==> config.mk <==
export PLATFORM = sky130hd
export DESIGN_NAME = lzwd_ctrl
export DESIGN_NICKNAME = d
export VERILOG_FILES = /design/src/hw/rtl/lzwd_pkg.sv /design/src/hw/rtl/lzwd_ctrl.sv
export SDC_FILE = /design/constraint.sdc
export NUM_CORES = 1
export LEC_CHECK = 0
export BUFFER_PORTS_ARGS = -buffer_cell sky130_fd_sc_hd__buf_2
export CORE_MARGIN = 2
export CORE_UTILIZATION = 50
export CTS_BUF_LIST = sky130_fd_sc_hd__clkbuf_8
export DETAILED_ROUTE_END_ITERATION = 6
export GPL_ROUTABILITY_DRIVEN = 0
export PLACE_DENSITY = 0.77
export SLEW_MARGIN = 20
export SYNTH_ARGS = -nofsm -noshare
export SYNTH_HDL_FRONTEND = slang
export SYNTH_SLANG_ARGS = --single-unit
==> constraint.sdc <==
create_clock -name i_clk -period 1.73 [get_ports i_clk]
set_input_delay 0.2595 -clock i_clk [delete_from_list [all_inputs] [get_ports i_clk]]
set_output_delay 0.2595 -clock i_clk [all_outputs]
set_load 0.02 [all_outputs]
==> src/hw/rtl/lzwd_pkg.sv <==
// Shared types and constants for the LZSS window decoder.
// Depends on nothing; the controller, datapath and top level refer to it by scoped names.
`timescale 1ns / 1ps

package lzwd_pkg;

    localparam int BYTE_W    = 8;
    localparam int CNT_W     = 24;
    localparam int WIN_DEPTH = 4096;
    localparam int POS_W     = $clog2(WIN_DEPTH);
    localparam int FILL_W    = POS_W + 1;
    localparam int MAX_RUN   = 18;
    localparam int RUN_W     = $clog2(MAX_RUN + 1);

    localparam logic [POS_W-1:0]  WRITE_START = 12'hFEE;
    localparam logic [BYTE_W-1:0] FILL_BYTE   = 8'hFF;
    localparam logic [BYTE_W-1:0] FLAG_MARK   = 8'hFF;
    localparam logic [RUN_W-1:0]  RUN_BIAS    = 5'd3;

    // Payload of one compressed input request
    typedef struct packed {
        logic [BYTE_W-1:0] in_byte;
        logic              first_of_stream;
        logic              last_input;
    } t_in_data;

    // Payload of one decompressed output request
    typedef struct packed {
        logic [BYTE_W-1:0] out_byte;
        logic              last_of_run;
        logic              stream_done;
    } t_out_data;

    // Payload of one configuration write
    typedef struct packed {
        logic [CNT_W-1:0] output_length;
    } t_cfg_data;

    // Controller to datapath
    typedef struct packed {
        logic take_ok;
        logic emit;
        logic issue_read;
        logic last_of_run;
    } t_ctrl_cmd;

    // Datapath to controller
    typedef struct packed {
        logic             a_vld;
        logic             out_free;
        logic             hit;
        logic             start_copy;
        logic [RUN_W-1:0] copy_len;
    } t_dp_status;

endpackage

==> src/hw/rtl/lzwd_ctrl.sv <==
// Controller for the LZSS window decoder: sequences copy runs and emits.
// Depends on lzwd_pkg for the command and status structs.
`timescale 1ns / 1ps

module lzwd_ctrl (
    input  logic                   i_clk,
    input  logic                   i_rst_n,
    input  lzwd_pkg::t_dp_status   i_status,
    output lzwd_pkg::t_ctrl_cmd    o_cmd
);

    localparam logic [0:0] S_IDLE = 1'b0;
    localparam logic [0:0] S_RUN  = 1'b1;

    logic [0:0]                 r_state;
    logic [0:0]                 n_state;
    logic [lzwd_pkg::RUN_W-1:0] r_emit_left;
    logic [lzwd_pkg::RUN_W-1:0] n_emit_left;
    logic [lzwd_pkg::RUN_W-1:0] r_read_left;
    logic [lzwd_pkg::RUN_W-1:0] n_read_left;
    logic                       emit;
    logic                       lor;
    logic                       issue;

    // Move the staged byte out whenever the output register frees up; mark run ends and issue window reads
    always_comb begin
        emit  = i_status.a_vld && i_status.out_free;
        lor   = (r_state == S_IDLE) || (r_emit_left == lzwd_pkg::RUN_W'(1)) || i_status.hit;
        issue = (r_state == S_RUN) && (r_read_left != '0)
                && (!i_status.a_vld || emit) && !(emit && i_status.hit);
    end

    // Next state and run counters
    always_comb begin
        n_state     = r_state;
        n_emit_left = r_emit_left;
        n_read_left = r_read_left;
        unique case (r_state)
            S_IDLE: begin
                if (i_status.start_copy) begin
                    n_state     = S_RUN;
                    n_emit_left = i_status.copy_len;
                    n_read_left = i_status.copy_len;
                end
            end
            S_RUN: begin
                if (emit) begin
                    n_emit_left = r_emit_left - lzwd_pkg::RUN_W'(1);
                end
                if (issue) begin
                    n_read_left = r_read_left - lzwd_pkg::RUN_W'(1);
                end
                // drop the rest of the run on its final byte or at the limit
                if (emit && lor) begin
                    n_state     = S_IDLE;
                    n_emit_left = '0;
                    n_read_left = '0;
                end
            end
        endcase
    end

    always_ff @(posedge i_clk) begin
        if (!i_rst_n) begin
            r_state     <= S_IDLE;
            r_emit_left <= '0;
            r_read_left <= '0;
        end else begin
            r_state     <= n_state;
            r_emit_left <= n_emit_left;
            r_read_left <= n_read_left;
        end
    end

    assign o_cmd = '{
        take_ok:     (r_state == S_IDLE),
        emit:        emit,
        issue_read:  issue,
        last_of_run: lor
    };

endmodule

After elaboration in Yosys (flattened, before gate mapping)

Cells that the tools add are included.
W data, S select, Z words.

Output and inout bits: 4
Register bits: 11
Bits of input ports: 11

Multiplexer cells: 10
Add/sub/neg operators: 2
Reduce and logical (&&, ||, !) cells: 14
Bitwise gates (word level): 1
Equality and inequality tests: 4

Operators with widths:

| operator              | number |
|---|---|
| $mux W5               | 5 |
| $pmux W5 S2           | 2 |
| $sub A5 B1 Y5 const B | 2 |
| $logic_and A1 B1 Y1   | 6 |
| $ne A3 B1 Y1 const B  | 2 |
| $eq A5 B1 Y1 const B  | 1 |
| $reduce_bool A5 Y1    | 1 |
| $reduce_and A2 Y1     | 2 |
| $logic_or A1 B1 Y1    | 3 |
| $logic_not A1 Y1      | 2 |
| $mux W1               | 2 |
| $ne A2 B2 Y1 const B  | 1 |
| $pmux W1 S2           | 1 |
| $not A1 Y1            | 1 |

Logic depth before layout (Yosys ltp)

Word-level depth: 7
Gate-level depth with buffers: 6
Depth with buffers taken out: 6

Worst setup path after synthesis

Ideal clock, no wire load.

Kind: reg2reg
Start point: register r_emit_left[0] (netlist name)
End point: register r_read_left[2] (netlist name)
Library setup time: 0.117 ns
Path slack: -0.074 ns
Arrival: 1.687 ns
Stages on the path, launching flop included: 6
Cell sequence: dfxtp_1 ha_1 or4b_4 a22o_4 a31o_1 a32o_1

Word-level cells in the longest chain between the ends: 6
Elaborated cells on any way between the ends: 8
Classes of those cells: eq/ne: 2; mux: 2; reduce/logical: 4

Ends and longest elaborated chain:

| element                                          | line            | RTL |
|---|---|---|
| start, declared                                  | lzwd_ctrl.sv:17 | `logic [lzwd_pkg::RUN_W-1:0] r_emit_left;` |
| start signal, assigned                           | lzwd_ctrl.sv:70 | `r_emit_left <= n_emit_left;` |
| $eq A5 B1 Y1 *                                   | lzwd_ctrl.sv:28 | `lor = (r_state == S_IDLE) \|\| (r_emit_left == lzwd_pkg::RUN_W'(1)) \|\| i_status.hit;` |
| $logic_or A1 B1 Y1 * (2 in series)               | lzwd_ctrl.sv:28 |  |
| $logic_and A1 B1 Y1 *                            | lzwd_ctrl.sv:54 | `if (emit && lor) begin` |
| $mux W5 or $ne A3 B1 Y1 (tied branches)          | -               |  |
| $pmux W5 S2 or $reduce_and A2 Y1 (tied branches) | -               |  |
| end signal, assigned                             | lzwd_ctrl.sv:71 | `r_read_left <= n_read_left;` |
| end, declared                                    | lzwd_ctrl.sv:19 | `logic [lzwd_pkg::RUN_W-1:0] r_read_left;` |

Mark *: on every way between the ends. The rest lies on a longest branch, timed or not.
A chain may end at the register's enable or synchronous reset.

Final worst setup path

Start point: register r_emit_left[1] (netlist name)
End point: register r_read_left[2] (netlist name)

Same word-level chain as after synthesis.

==> qor.yml <==
status:
  outcome: "finished, violations left"
  violations: "negative setup slack"
routing:
  dr.pass1.iters: 4
  top_layer: "met4"
  detail_route.vias_per_cell: 5.83
  wire_per_inst_um: 13.9
  ant_nets: 0
  drt-total-wl_um: 1850
  dr_wl_met2_um: 842
  drt_iter0_drc: 12
  met1_length_um: 852
  drc_errors: 0
  route.met3.wl_um: 96
  vias: 775
die:
  initial_core_util_pct: 55.3
  die_h_um: 42.4
  io_pins: 15
  dieArea_um2: 1800
  rows: 13
  die_x_um: 42.4
  design.core.area_um2: 1330
power_and_ir_drop:
  p_leak_nw: 0.472
  p_switching_uw: 304
  clkPwrFrac_pct: 26.4
  pwr-share-seq_pct: 34.1
  pwr-share-comb_pct: 39.5
  vdd_ir_drop_max_uv: 679
  power.internal_uw: 643
  switching_share_pct: 32.1
  power_density_nw_per_um2: 937
grt:
  grt_pass1_wl_um: 2790
  antenna_found_initial: 0
  grt_max_degree: 16
  grt_usage_pct: 21.0
  grt_pass1_vias: 681
  grt_overflow_total: 0
timing:
  fin_ws_ns: -0.0777
  fin_crit_ns: 1.81
  hold_violations: 0
  fmax_mhz: 553
  finClkSkew_ns: 0.00101
  tightestPinTransition_ns: 0.328
  post-route-period-util_pct: 104
  setup_viol: 7
  slew_viol_final: 0
  rsz0062_at_grt: "yes"
  slew_headroom_pct: 78.1
yosys:
  synth_top_cell_by_area: "dfxtp_1"
  syn-cell-area_um2: 737
  syn_inst: 88
  synth_top_area_share_pct: 29.9
  async_flop_share_pct: 0
  synth_edf_count: 0
  ys_seq_area_share_pct: 29.9
  ys.flop_type: "dfxtp_1"
  ys_ff_latch: 11
  syn_area_per_cell_um2: 8.37
  synth_area_leaders: "dfxtp_1 30%, inv_1 5.6%, nand2_1 5.6%"
  ys_warn_count: 0
  synth.cells.most_frequent: "11 x dfxtp_1, 11 x inv_1, 11 x nand2_1"
  synth_nets: 102
  ys_types: 33
setup_path:
  crit_arrival_ns: 1.94
  critPathLaunchType: "flop"
  max_stage_delay_ns: 0.50
  crit_type: "reg2reg"
  worstPathRequired_ns: 1.86
  critical_path.max_fanout: 4
  crit_path_top_delay_cell: "or4b_4"
  crit_path_end_kind: "flop"
  path_delay_family: "compound AO/OA/AOI/OAI gates"
  crit_buf_inv: 1
  path_cells: "inv_2, ha_4, or4b_4, a22o_4, a31o_1, a32o_1"
cts:
  clk_latency_ns: 0.24
  cts_buffer_depth: 2
  cts_root_buf: "clkbuf_8"
  clkTransAtPathRegs_ns: 0.05
  cts_buffers: 3
  cts.sinks: 11
  htreeDepth: 1
  cts_tree: "yes"
flow_run:
  drv_cap: 0
layout:
  syn2layout_area_growth_pct: 37.2
  post_route_cells_drive_above_1_share_pct: 42.4
  nNetsFinal: 133
  fillCellCount: 100
  final_area_um2: 1010
  antenna-diode-count: 0
placed_design:
  dp_hpwl_um: 1300
  placed_area_um2: 893
  dpl_worst_slack_ns: -0.0734
  port_buffers: 14
min_path:
  hold_path_class: "in2reg"
[registers in the layout, summed over array words and instances, names as in the netlist]
register	cells
r_state	1
r_emit_left	5
r_read_left	5
[cell type report]
class	count	area, µm²	area share [%]
clock buffer	3	41.3	4.08
inverter	11	41.3	4.08
multi-input combinational	61	474	46.9
clock inverter	1	3.75	0.371
timing repair buffer	31	206	20.4
tap	15	18.8	1.86
sequential	11	225	22.3
[path summary, 6_finish.rpt]
kind | slack, ns | start | cells past startpoint | endpoint
setup / recovery | -0.08 | r_emit_left[1] | 6 | r_read_left[2]
hold / removal | 0.31 | i_status[0] | 3 | r_read_left[0]
setup reg to reg | -0.08 | r_emit_left[1] | 6 | r_read_left[2]
hold reg to reg | 0.48 | r_emit_left[3] | 2 | r_emit_left[3]
[metrics by stage]
stage / total power [mW] / instances / utilization, % / TNS [ns] / hold WS [ns]
floorplan: 0.525 / 88 / - / -0.00609 / 0.414
global placement: 0.633 / 125 / 67.0 / -0.141 / 0.463
detailed placement: 0.639 / 125 / 67.0 / -0.389 / 0.467
CTS: 0.917 / 132 / 73.0 / -0.0855 / 0.328
global route: 1.00 / 133 / 75.8 / -0.599 / 0.336
finish: 0.947 / 133 / 75.8 / -0.211 / 0.315
[per-layer routing]
metal	vias up	GRT usage, %
met5	-	0
met4	0	16.9
met3	6	5.17
met2	28	30.8
met1	361	25.8
li1	380	-
[power groups by stage]
stage	clock network [mW]	logic (mW)	registers, mW
floorplan	0	0.214	0.311
global placement	0	0.315	0.317
detailed placement	0	0.320	0.319
CTS	0.261	0.340	0.316
global route	0.273	0.402	0.326
finish	0.250	0.374	0.323
[kinds of logic (layout without fill, tap and decap cells)]
group,count (synthesis),count (layout),synth area share [%]
AO/OA/AOI/OAI,31,31,35.0
adder cells (fa/ha/maj),3,3,5.09
buffers and inverters,16,46,9.85
flip-flops,11,11,29.9
AND/OR/NAND/NOR,27,27,20.2
[tightest hold or removal path: cells and delay by family]
family                 cells  cell delay, ns
buffers and inverters      1            0.09
AO/OA/AOI/OAI              1            0.08
AND/OR/NAND/NOR            1            0.08
[cell usage in the layout, fill, tap and decap left out, drive strengths merged, types with 2 or more instances in the layout]
cell type	n
a22oi	2
a31o	2
a31oi	4
and2	2
buf	31
clkbuf	3
dfxtp	11
ha	3
inv	12
nand2	11
nand2b	2
nor2b	4
nor3	2
o211a	3
o211ai	2
o21a	3
o22ai	6
[repair_timing]
item                       in CTS  in global routing
resized for setup               5                  8
pin swaps                      10                 10
setup endpoints to repair      12                 12
hold endpoints to repair        0                  0
setup buffers                   3                  1
hold buffers                    0                  0
No activity file was read; power rests on OpenSTA's default activity.
